## config.mk

```make
export PLATFORM = sky130hd
export DESIGN_NAME = morse_message_beacon
export DESIGN_NICKNAME = d
export VERILOG_FILES = /design/src/rtl/core/mmb_pkg.sv /design/src/rtl/core/morse_message_beacon.sv /design/src/rtl/core/mmb_msg_store.sv
export VERILOG_INCLUDE_DIRS = /design/src /design/src/rtl/core
export SDC_FILE = /design/constraint.sdc
export NUM_CORES = 1
export LEC_CHECK = 0
export BUFFER_PORTS_ARGS = -buffer_cell sky130_fd_sc_hd__buf_2
export CORE_ASPECT_RATIO = 0.9
export CORE_MARGIN = 5
export CORE_UTILIZATION = 50
export CTS_CLUSTER_SIZE = 24
export DETAILED_ROUTE_END_ITERATION = 10
export GPL_TIMING_DRIVEN = 0
export PLACE_DENSITY = 0.61
export SYNTH_ARGS = -nofsm -noshare
export SYNTH_HDL_FRONTEND = slang
export SYNTH_SLANG_ARGS = --single-unit
```

## constraint.sdc

```tcl
create_clock -name clock -period 5 [get_ports clock]
set_input_delay 0.5 -clock clock [delete_from_list [all_inputs] [get_ports clock]]
set_output_delay 0.5 -clock clock [all_outputs]
set_load 0.02 [all_outputs]
```

## src/rtl/core/morse_message_beacon_defines.svh

```systemverilog
// ---------------------------------------------------------------------------
// Assertion macros for the Morse message beacon.
// Every property is sampled on the block clock and is off during reset.
// ---------------------------------------------------------------------------
`ifndef MORSE_MESSAGE_BEACON_DEFINES_SVH
`define MORSE_MESSAGE_BEACON_DEFINES_SVH

`ifndef NO_ASSERTIONS
`define MMB_ASSERT(lbl, prop, msg) \
   lbl: assert property (@(posedge clock) disable iff (reset) prop) else $error(msg);
`define MMB_ASSERT_NEVER(lbl, cond, msg) \
   lbl: assert property (@(posedge clock) disable iff (reset) !(cond)) else $error(msg);
`else
`define MMB_ASSERT(lbl, prop, msg)
`define MMB_ASSERT_NEVER(lbl, cond, msg)
`endif

`endif

```

## src/rtl/core/mmb_pkg.sv

```systemverilog
// ---------------------------------------------------------------------------
// mmb_pkg
// Constants, letter tables and shared types of the Morse message beacon.
// ---------------------------------------------------------------------------
`default_nettype none

package mmb_pkg;

   localparam int MSG_DEPTH = 64;
   localparam int MSG_AW    = $clog2(MSG_DEPTH);
   // Position must hold one past the last entry and the step beyond it.
   localparam int POS_W     = $clog2(MSG_DEPTH + 2);
   localparam int IDX_W     = 6;
   localparam int WIDE_W    = 13;

   localparam logic [1:0] KIND_WRITE = 2'd0;
   localparam logic [1:0] KIND_START = 2'd1;
   localparam logic [1:0] KIND_STOP  = 2'd2;
   localparam logic [1:0] KIND_TICK  = 2'd3;

   localparam logic [7:0] CHAR_A          = 8'h41;
   localparam logic [7:0] CHAR_Z          = 8'h5A;
   localparam logic [4:0] NONLETTER_UNITS = 5'd4;
   localparam logic [4:0] UNITS_MAX       = 5'd16;

   localparam logic [15:0] UNIT_PATTERN [26] = '{
      16'h001D, 16'h0157, 16'h05D7, 16'h0057, 16'h0001, 16'h0175, 16'h0177,
      16'h0055, 16'h0005, 16'h1DDD, 16'h01D7, 16'h015D, 16'h0077, 16'h0017,
      16'h0777, 16'h05DD, 16'h1D77, 16'h005D, 16'h0015, 16'h0007, 16'h0075,
      16'h01D5, 16'h01DD, 16'h0757, 16'h1DD7, 16'h0577
   };

   localparam logic [4:0] UNIT_COUNT [26] = '{
      5'd8,  5'd12, 5'd14, 5'd10, 5'd4,  5'd12, 5'd12, 5'd10, 5'd6,
      5'd16, 5'd12, 5'd12, 5'd10, 5'd8,  5'd14, 5'd14, 5'd16, 5'd10,
      5'd8,  5'd6,  5'd10, 5'd12, 5'd12, 5'd14, 5'd16, 5'd14
   };

   typedef struct packed {
      logic              wr_en;
      logic [MSG_AW-1:0] wr_addr;
      logic [7:0]        wr_data;
      logic              rd_en;
      logic [MSG_AW-1:0] rd_addr;
   } mmb_store_req_type;

   function automatic logic is_letter(input logic [7:0] c);
      return (c >= CHAR_A) && (c <= CHAR_Z);
   endfunction

   function automatic logic [15:0] letter_pattern(input logic [7:0] c);
      logic [7:0] k;
      k = c - CHAR_A;
      if (is_letter(c)) begin
         return UNIT_PATTERN[k[4:0]];
      end
      return 16'h0000;
   endfunction

   function automatic logic [4:0] letter_units(input logic [7:0] c);
      logic [7:0] k;
      k = c - CHAR_A;
      if (is_letter(c)) begin
         return UNIT_COUNT[k[4:0]];
      end
      return NONLETTER_UNITS;
   endfunction

endpackage

`default_nettype wire

```

## src/rtl/core/morse_message_beacon.sv

```systemverilog
// ---------------------------------------------------------------------------
// morse_message_beacon
// Tick-driven Morse lamp keyer playing a stored message.
// ---------------------------------------------------------------------------
// Requests arrive on req_* (valid/stall): kind selects a character write,
// start, stop or tick. Every request yields exactly one response on rsp_*
// carrying the lamp level and busy flag after that request.
// A request is registered on acceptance and the message memory is read in
// the same cycle; from the read stage it is then applied to the keyer state
// and loads the response register, once no response waits under rsp_stall.
// No new request is taken while one waits in the read stage: the memory
// read of a tick needs the read position left by the previous request.
// A response waiting under rsp_stall does not block the next acceptance;
// that request then waits in the read stage until the response is taken.
// Reset clears the keyer state, marks every message entry as zero and
// empties both stages.
// ---------------------------------------------------------------------------
`default_nettype none
`include "morse_message_beacon_defines.svh"

module morse_message_beacon
   import mmb_pkg::*;
(
   input  wire logic             clock,
   input  wire logic             reset,
   input  wire logic             req_valid,
   output logic                  req_stall,
   input  wire logic [1:0]       req_kind,
   input  wire logic [IDX_W-1:0] req_char_index,
   input  wire logic [7:0]       req_char_value,
   input  wire logic             req_repeat_flag,
   output logic                  rsp_valid,
   input  wire logic             rsp_stall,
   output logic                  rsp_lamp,
   output logic                  rsp_busy_res
);

   mmb_store_req_type store_req;
   logic [7:0]        rd_byte;
   logic [7:0]        fetch_byte;

   logic             req_fire;
   logic [WIDE_W-1:0] idx_wide;

   logic             s1_valid_ff, s1_valid_in;
   logic [1:0]       s1_kind_ff;
   logic             s1_repeat_ff;
   logic             s1_fire;

   logic [POS_W-1:0] pos_ff, pos_in;
   logic [15:0]      pattern_ff, pattern_in;
   logic [4:0]       bits_left_ff, bits_left_in;
   logic             replay_ff, replay_in;
   logic             active_ff, active_in;
   logic             lamp_ff, lamp_in;
   logic [7:0]       first_byte_ff, first_byte_in;

   logic             rsp_valid_ff, rsp_valid_in;
   logic             rsp_lamp_ff, rsp_busy_res_ff;

   logic [7:0]       cur_char;
   logic [15:0]      cur_pattern;
   logic [4:0]       cur_units;
   logic             shift_out;

   assign req_stall = s1_valid_ff;
   assign req_fire  = req_valid && !req_stall;
   assign s1_fire   = s1_valid_ff && !(rsp_valid_ff && rsp_stall);
   assign idx_wide  = WIDE_W'(req_char_index);

   always_comb begin
      store_req.wr_en   = req_fire && (req_kind == KIND_WRITE) &&
                          (idx_wide < WIDE_W'(MSG_DEPTH));
      store_req.wr_addr = idx_wide[MSG_AW-1:0];
      store_req.wr_data = req_char_value;
      store_req.rd_en   = req_fire && (req_kind == KIND_TICK) &&
                          (pos_ff < POS_W'(MSG_DEPTH));
      store_req.rd_addr = pos_ff[MSG_AW-1:0];
   end

   mmb_msg_store u_store (
      .clock     (clock),
      .reset     (reset),
      .store_req (store_req),
      .rd_byte   (rd_byte)
   );

   // A position past the store reads as the end of the message. The position
   // does not move while a request waits in the read stage.
   assign fetch_byte = (pos_ff < POS_W'(MSG_DEPTH)) ? rd_byte : 8'h00;

   // The first character is shadowed so a wrap fetches it in the same step.
   always_comb begin
      first_byte_in = first_byte_ff;
      if (store_req.wr_en && (idx_wide == '0)) begin
         first_byte_in = req_char_value;
      end
   end

   always_comb begin
      s1_valid_in = s1_valid_ff;
      if (req_fire) begin
         s1_valid_in = 1'b1;
      end else if (s1_fire) begin
         s1_valid_in = 1'b0;
      end
   end

   always_comb begin
      pos_in       = pos_ff;
      pattern_in   = pattern_ff;
      bits_left_in = bits_left_ff;
      replay_in    = replay_ff;
      active_in    = active_ff;
      lamp_in      = lamp_ff;
      cur_char     = fetch_byte;
      cur_pattern  = pattern_ff;
      cur_units    = bits_left_ff;
      shift_out    = 1'b0;
      if (s1_fire) begin
         unique case (s1_kind_ff)
            KIND_WRITE: begin
            end
            KIND_START: begin
               pos_in    = '0;
               replay_in = s1_repeat_ff;
               active_in = 1'b1;
               lamp_in   = 1'b0;
            end
            KIND_STOP: begin
               active_in = 1'b0;
            end
            KIND_TICK: begin
               if (active_ff) begin
                  shift_out = 1'b1;
                  if (bits_left_ff == '0) begin
                     pos_in = pos_ff + POS_W'(1);
                     if (fetch_byte == 8'h00) begin
                        if (replay_ff) begin
                           cur_char = first_byte_ff;
                           pos_in   = POS_W'(1);
                        end else begin
                           active_in = 1'b0;
                           shift_out = 1'b0;
                        end
                     end
                     cur_pattern = letter_pattern(cur_char);
                     cur_units   = letter_units(cur_char);
                  end
                  if (shift_out) begin
                     lamp_in      = cur_pattern[0];
                     pattern_in   = cur_pattern >> 1;
                     bits_left_in = cur_units - 5'd1;
                  end
               end
            end
            default: begin
            end
         endcase
      end
   end

   always_comb begin
      rsp_valid_in = rsp_valid_ff && rsp_stall;
      if (s1_fire) begin
         rsp_valid_in = 1'b1;
      end
   end

   always_ff @(posedge clock) begin
      if (reset) begin
         s1_valid_ff   <= 1'b0;
         rsp_valid_ff  <= 1'b0;
         pos_ff        <= '0;
         pattern_ff    <= '0;
         bits_left_ff  <= '0;
         replay_ff     <= 1'b0;
         active_ff     <= 1'b0;
         lamp_ff       <= 1'b0;
         first_byte_ff <= '0;
      end else begin
         s1_valid_ff   <= s1_valid_in;
         rsp_valid_ff  <= rsp_valid_in;
         pos_ff        <= pos_in;
         pattern_ff    <= pattern_in;
         bits_left_ff  <= bits_left_in;
         replay_ff     <= replay_in;
         active_ff     <= active_in;
         lamp_ff       <= lamp_in;
         first_byte_ff <= first_byte_in;
      end
   end

   always_ff @(posedge clock) begin
      if (req_fire) begin
         s1_kind_ff   <= req_kind;
         s1_repeat_ff <= req_repeat_flag;
      end
      if (s1_fire) begin
         rsp_lamp_ff     <= lamp_in;
         rsp_busy_res_ff <= active_in;
      end
   end

   assign rsp_valid    = rsp_valid_ff;
   assign rsp_lamp     = rsp_lamp_ff;
   assign rsp_busy_res = rsp_busy_res_ff;

   `MMB_ASSERT_NEVER(a_rsp_no_overwrite, s1_fire && rsp_valid_ff && rsp_stall, "response overwritten")
   `MMB_ASSERT(a_units_range, bits_left_ff <= UNITS_MAX, "unit count out of range")
   `MMB_ASSERT(a_lamp_cause, !$stable(lamp_ff) |-> $past(s1_fire && (s1_kind_ff == KIND_TICK || s1_kind_ff == KIND_START)), "lamp changed without tick or start")
   `MMB_ASSERT(a_pos_range, active_ff |-> (pos_ff <= POS_W'(MSG_DEPTH)), "read position past message end")

endmodule

`default_nettype wire

```

## src/rtl/core/mmb_msg_store.sv

```systemverilog
// ---------------------------------------------------------------------------
// mmb_msg_store
// Message character memory, one write and one registered read per cycle.
// ---------------------------------------------------------------------------
`default_nettype none

module mmb_msg_store
   import mmb_pkg::*;
(
   input  wire logic              clock,
   input  wire logic              reset,
   input  wire mmb_store_req_type store_req,
   output logic [7:0]             rd_byte
);

   logic [7:0]           mem [MSG_DEPTH];
   logic [MSG_DEPTH-1:0] written_ff;
   logic [7:0]           rdata_ff;
   logic                 hit_ff;

   always_ff @(posedge clock) begin
      if (store_req.wr_en) begin
         mem[store_req.wr_addr] <= store_req.wr_data;
      end
      if (store_req.rd_en) begin
         rdata_ff <= mem[store_req.rd_addr];
      end
   end

   // Entries never written since reset read as zero. The read result is
   // held until the next read, so a request waiting downstream keeps it.
   always_ff @(posedge clock) begin
      if (reset) begin
         written_ff <= '0;
         hit_ff     <= 1'b0;
      end else begin
         if (store_req.wr_en) begin
            written_ff[store_req.wr_addr] <= 1'b1;
         end
         if (store_req.rd_en) begin
            hit_ff <= written_ff[store_req.rd_addr];
         end
      end
   end

   assign rd_byte = hit_ff ? rdata_ff : 8'h00;

endmodule

`default_nettype wire

```

==> impl_metrics.json, run 1 <==
{
  "setup_ws_ns": 0.386,
  "finClkSkew_ns": 0.0206,
  "die-area_mm2": 0.0553,
  "max_slew_margin": 0.113,
  "clockBufferDepth": 3,
  "max_freq_mhz": 217,
  "setup_viol": 0,
  "status": "completed",
  "hold_viol": 0,
  "post_drt_wl_per_cell_um": 25.9,
  "grt_use_total": 0.213,
  "clock_tree.htree_level_count": 2,
  "insertion_delay_ns": 0.63,
  "row_count": 78,
  "path_max_fanout": 10,
  "vdd_ir_drop_max_uv": 300,
  "syn_area_per_cell_um2": 17.4,
  "tightest_slew_ns": 1.33,
  "grt_pass1_vias": 13500,
  "rsz0062_at_grt": "false",
  "fin_hold_ws_ns": 0.0632,
  "pre_cts_slack_ns": -0.216,
  "worstPathArrival_ns": 4.95,
  "drt_iter0_drc": 1354,
  "port_buffers": 20,
  "routabilityCongestion": 0.876,
  "endpoint_kind": "flip-flop",
  "synth_flop_cell": "edfxtp_1",
  "design_area_mm2": 0.0283,
  "dr.pass1.iters": 5,
  "cts_made_buffers": 61,
  "synthArstFlopShare": 0,
  "final.fill_count": 3898,
  "cp-start-kind": "flip-flop",
  "p_leak_nw": 8.60,
  "drive_above_1_share": 0.199,
  "nNetsFinal": 1573,
  "post-route-util": 0.563,
  "critPathRequiredTime_ns": 5.33,
  "coreArea_mm2": 0.0503,
  "yosysWarningCount": 0,
  "synth_cells": 1455,
  "initial_core_util": 0.505,
  "ios": 25,
  "viasPerCell": 6.07,
  "yosysUniqueCellTypes": 75,
  "synth-seq-cells": 627,
  "path_class": "flip-flop to flip-flop",
  "cts_tree": "done",
  "synth_edf_count": 525,
  "drv_cap": 0,
  "final_max_slew_viol_count": 0,
  "dp_hpwl_um": 38800,
  "vias": 13800,
  "drcViolationCount": 0,
  "grt_antenna_before_repair": 1,
  "power.density_mw_per_mm2": 360,
  "syn_area_mm2": 0.0254,
  "clock_sinks": 627,
  "fin_crit_sh": 0.923,
  "grt-ovfl-total": 0,
  "cts_root_buf": "clkbuf_16",
  "hold_class": "primary input to flip-flop",
  "post_dp_cell_area_mm2": 0.0263,
  "grt_max_degree": 66,
  "clk_pin_slew_ns": 0.06,
  "die_y_um": 224,
  "ant_nets": 0,
  "area_growth_pct": 11.5,
  "routed_wl_um": 59000,
  "fin_crit_ns": 4.61,
  "ys_seq_area_frac": 0.702,
  "syn_nets": 1484,
  "grt_pass1_wl_um": 88100,
  "die_w_um": 247
}
==> flip-flops by register name (all words and copies together) (netlist names) <==
| name | cells |
|---|---|
| u_store.mem | 512 |
| rsp_busy_res | 1 |
| s1_repeat_ff | 1 |
| lamp_ff | 1 |
| first_byte_ff | 8 |
| rsp_valid | 1 |
| replay_ff | 1 |
| active_ff | 1 |
| pos_ff | 7 |
| u_store.written_ff | 64 |
| rsp_lamp | 1 |
| req_stall | 1 |
| s1_kind_ff | 2 |
| pattern_ff | 12 |
| bits_left_ff | 5 |
| u_store.hit_ff | 1 |
| u_store.rdata_ff | 8 |
==> timing repair <==
action | CTS | global route
setup buffers | 0 | 6
hold buffers | 0 | 0
gates resized for setup | 1 | 3
pin swaps | 0 | 2
gates cloned | 0 | 0
endpoints found under the setup margin | 3 | 4
==> through the flow <==
step / TNS, ns / instances / power, mW
after CTS: 0 / 2271 / 10.3
after global routing: 0 / 2278 / 10.5
final: 0 / 2278 / 10.2
after detailed placement: -0.529 / 2155 / 5.97
after floorplan: 0 / 1455 / 5.85
after global placement: -0.268 / 2155 / 5.96
==> critical path, stage by stage, from the launching register on <==
cell	delay, ns
dfxtp_1	0.35
clkbuf_1	0.63
buf_1	0.70
buf_1	0.87
mux4_2	0.65
mux4_2	0.53
a211oi_1	0.46
a31oi_1	0.11
==> area by class of cell <==
type	instances	area [um^2]	area share
inverter	14	52.6	0.00186
multi-input combinational	728	7180	0.254
clock inverter	27	171	0.00606
clock buffer	89	1700	0.0602
antenna	1	2.50	0.0000885
buffer	86	363	0.0128
sequential	627	17800	0.630
timing repair buffer	26	145	0.00513
tap	680	851	0.0301
==> report_power, final <==
part | internal [mW] | switching (mW)
sequential | 5.67 | 0.00670
combinational | 0.0373 | 0.138
clock | 2.41 | 1.92
==> kinds of logic (layout without fill, tap and decap cells) <==
| kind of cell | Yosys count | in the layout | synth area share |
|---|---|---|---|
| compound gates | 197 | 197 | 0.0564 |
| xor+xnor | 10 | 10 | 0.00345 |
| other cells | 0 | 1 | 0 |
| flops | 627 | 627 | 0.702 |
| fa+ha+maj | 8 | 8 | 0.00395 |
| buf+inv | 100 | 242 | 0.0164 |
| simple gates | 326 | 326 | 0.0575 |
| mux | 187 | 187 | 0.160 |
==> final timing paths <==
kind              cells past startpoint             endpoint  slack (ns)              from
setup / recovery                      7  u_store.rdata_ff[2]        0.39         pos_ff[0]
hold / removal                        1         s1_repeat_ff        0.06   req_repeat_flag
setup reg to reg                      7  u_store.rdata_ff[2]        0.39         pos_ff[0]
hold reg to reg                       2     first_byte_ff[0]        0.46  first_byte_ff[0]
==> cell usage after synthesis (4+ instances only) <==
library cell | count | area (um^2)
buf_2 | 11 | 55.1
nor2b_1 | 11 | 68.8
mux4_2 | 175 | 3940
edfxtp_1 | 525 | 15800
o21a_1 | 39 | 293
buf_1 | 13 | 48.8
nand2_1 | 79 | 297
a21oi_1 | 37 | 185
and3_1 | 5 | 31.3
nor4_1 | 5 | 31.3
nand3b_1 | 4 | 30.0
nand3_1 | 17 | 85.1
clkbuf_1 | 58 | 218
dfxtp_1 | 102 | 2040
a221oi_1 | 4 | 35.0
xnor2_1 | 8 | 70.1
inv_1 | 11 | 41.3
and2_1 | 4 | 25.0
o221ai_1 | 6 | 52.6
o211ai_1 | 15 | 113
nor3_1 | 10 | 50.1
a31oi_1 | 13 | 81.3
a32oi_1 | 5 | 43.8
or3_1 | 4 | 25.0
a211oi_1 | 14 | 105
mux2i_1 | 12 | 120
nor2_1 | 157 | 589
nand4_1 | 8 | 50.1
nand2b_1 | 4 | 25.0
o21ai_0 | 17 | 85.1
ha_1 | 8 | 100
==> placed cells by master, fill, tap and decap left out, types with 4 or more instances in the layout <==
cell,n
clkbuf_16,61
mux2i_1,12
buf_2,31
a31oi_1,13
a21oi_1,37
and3_1,5
xnor2_1,8
o21a_1,39
ha_1,8
nand3b_1,4
clkinv_2,10
o211ai_1,15
nor2_1,157
buf_1,13
inv_1,11
mux4_2,175
nor2b_1,11
clkbuf_8,7
a211oi_1,14
buf_4,7
nand3_1,17
dfxtp_1,102
and2_1,4
nand2b_1,4
nand2_1,79
o221ai_1,6
clkbuf_1,79
edfxtp_1,525
nand4_1,8
clkinv_1,13
nor3_1,10
a32oi_1,5
nor4_1,5
o21ai_0,17
or3_1,4
==> per-layer routing <==
metal  share of wire  vias to the layer above  wire length (um)  global-route usage
li1                -                     6047                 -                   -
met1            0.44                     7173             26200               0.331
met2            0.47                      515             27800               0.324
met3           0.062                       87              3690              0.0297
met4           0.021                        0              1260              0.0564
met5               0                        -                 0                   0
Power figures use the tool's default switching activity.
==> run 2: changes to the inputs <==
--- a/config.mk
+++ b/config.mk
@@ -9,11 +9,10 @@
 export BUFFER_PORTS_ARGS = -buffer_cell sky130_fd_sc_hd__buf_2
 export CORE_ASPECT_RATIO = 0.9
 export CORE_MARGIN = 5
-export CORE_UTILIZATION = 50
+export CORE_UTILIZATION = 63
 export CTS_CLUSTER_SIZE = 24
 export DETAILED_ROUTE_END_ITERATION = 10
-export GPL_TIMING_DRIVEN = 0
-export PLACE_DENSITY = 0.61
+export PLACE_DENSITY = 0.75
 export SYNTH_ARGS = -nofsm -noshare
 export SYNTH_HDL_FRONTEND = slang
 export SYNTH_SLANG_ARGS = --single-unit
==> impl_metrics.json, run 2 (synthesis results as in run 1) <==
{
  "nNetsFinal": 1506,
  "cts_tree": "done",
  "dp_hpwl_um": 33700,
  "path_max_fanout": 15,
  "final_max_slew_viol_count": 0,
  "grt_use_total": 0.260,
  "cts_hold_buffers": 0,
  "ios": 25,
  "p_leak_nw": 8.60,
  "clk_pin_slew_ns": 0.06,
  "clock_tree.htree_level_count": 2,
  "die_y_um": 200,
  "final_cells": 2057,
  "fin_crit_sh": 0.905,
  "fin_crit_ns": 4.53,
  "clockBufferDepth": 3,
  "slowest_stage": "a221oi_1",
  "drv_cap": 0,
  "cp-start-kind": "flip-flop",
  "path_class": "flip-flop to flip-flop",
  "final_cell_mix": "edfxtp_1 (525), mux4_2 (175), nor2_1 (157)",
  "max_slew_margin": 0.148,
  "endpoint_kind": "flip-flop",
  "worstPathArrival_ns": 5.02,
  "routabilityCongestion": 0.871,
  "dr.pass1.iters": 5,
  "max_freq_mhz": 221,
  "power.density_mw_per_mm2": 370,
  "rsz0062_at_grt": "false",
  "largest_reg_flops": 512,
  "top_regs": "u_store.mem (512), u_store.written_ff (64), pattern_ff (12)",
  "ant_nets": 0,
  "die_w_um": 221,
  "fin_setup_tns_ns": 0,
  "post_cts_resized": 0,
  "hold_viol": 0,
  "setup_viol": 0,
  "drcViolationCount": 0,
  "grt_pass1_vias": 13900,
  "routed_wl_um": 57100,
  "cts_root_buf": "clkbuf_16",
  "grt_antenna_before_repair": 3,
  "vdd_ir_drop_max_uv": 374,
  "vias": 13900,
  "cts_made_buffers": 58,
  "grt_max_degree": 77,
  "drive_above_1_share": 0.219,
  "row_count": 69,
  "initial_core_util": 0.640,
  "finClkSkew_ns": 0.0314,
  "status": "completed",
  "final_common_cell": "edfxtp_1",
  "crit_buf_inv": 3,
  "post_drt_wl_per_cell_um": 27.8,
  "clock_sinks": 627,
  "critPathRequiredTime_ns": 5.50,
  "insertion_delay_ns": 0.64,
  "die-area_mm2": 0.0444,
  "coreArea_mm2": 0.0396,
  "area_growth_pct": 10.5,
  "placedCellCount": 1949,
  "grt_pass1_wl_um": 87400,
  "top_register": "u_store.mem",
  "slowest_delay_ns": 0.81,
  "tightest_slew_ns": 1.28,
  "hold_class": "primary input to flip-flop",
  "port_buffers": 24,
  "crit_family": "compound AO/OA/AOI/OAI gates",
  "drt_iter0_drc": 1820,
  "grt-ovfl-total": 0,
  "viasPerCell": 6.74,
  "cts_setup_buffers": 0,
  "cp_cell_sequence": "nor2b_2 -> buf_4 -> o21ai_4 -> a32oi_1 -> buf_4 -> ha_1 -> inv_1 -> a221oi_1 -> a21oi_1 -> or2_1 -> o2111a_1 -> a2111oi_2 -> nor2_1 -> ha_1 -> o311ai_1 -> nor2_1 -> mux2i_1"
}
[run 2: cell count changes in the layout (fill, tap and decap cells not counted), sizes merged]
cell / change
clkbuf: -65
clkinv: -6
inv: -1
buf: -6
clkinvlp: +1
bufinv: +4
[run 2: worst register-to-register path: stages, from the launching register on]
cell,delay (ns)
dfxtp_1,0.38
nor2b_2,0.15
buf_4,0.22
o21ai_4,0.13
a32oi_1,0.21
buf_4,0.23
ha_1,0.19
inv_1,0.10
a221oi_1,0.81
a21oi_1,0.27
or2_1,0.43
o2111a_1,0.29
a2111oi_2,0.39
nor2_1,0.08
ha_1,0.23
o311ai_1,0.09
nor2_1,0.09
mux2i_1,0.13
[run 2: power by group]
part	internal [mW]	switching (mW)
Clock	2.61	1.92
Combinational	0.0387	0.134
Sequential	5.67	0.00838
[run 2: routing by layer]
| metal | up-vias | track usage | wire length [um] |
|---|---|---|---|
| met5 | - | 0 | 0 |
| met4 | 0 | 0.0751 | 1470 |
| met3 | 108 | 0.0407 | 5010 |
| met2 | 776 | 0.408 | 27700 |
| met1 | 7092 | 0.389 | 22900 |
| li1 | 5888 | - | - |
[run 2: area by class of cell]
cell class | count | area, um^2
well taps | 532 | 666
fillers | 2406 | 11600
diodes | 1 | 2.50
repair buffers | 48 | 363
clock buffers | 82 | 1680
flip-flops and latches | 627 | 17800
multi-input cells | 728 | 7140
inverters | 14 | 52.6
clock inverters | 25 | 295
[run 2: path summary, 6_finish.rpt]
check	from	to	slack, ns	cells after the start
worst max-delay path	u_store.hit_ff	bits_left_ff[4]	0.47	17
worst min-delay path	req_repeat_flag	s1_repeat_ff	0.06	1
worst max register to register	u_store.hit_ff	bits_left_ff[4]	0.47	17
worst min register to register	u_store.written_ff[63]	u_store.written_ff[63]	0.46	1
[run 2: through the flow]
| step | hold slack (ns) | util | power (mW) | instance area, um^2 | setup WS (ns) |
|---|---|---|---|---|---|
| finish | 0.0619 | 0.707 | 10.4 | 28000 | 0.473 |
| global route | 0.0459 | 0.707 | 10.7 | 28000 | 0.150 |
| CTS | 0.0350 | 0.707 | 10.4 | 28000 | 0.602 |
| detailed placement | 0.450 | 0.657 | 5.96 | 26000 | 0.642 |
| global placement | 0.441 | 0.657 | 5.95 | 26000 | 0.682 |
| floorplan | 0.435 | - | 5.85 | 25400 | 0.907 |
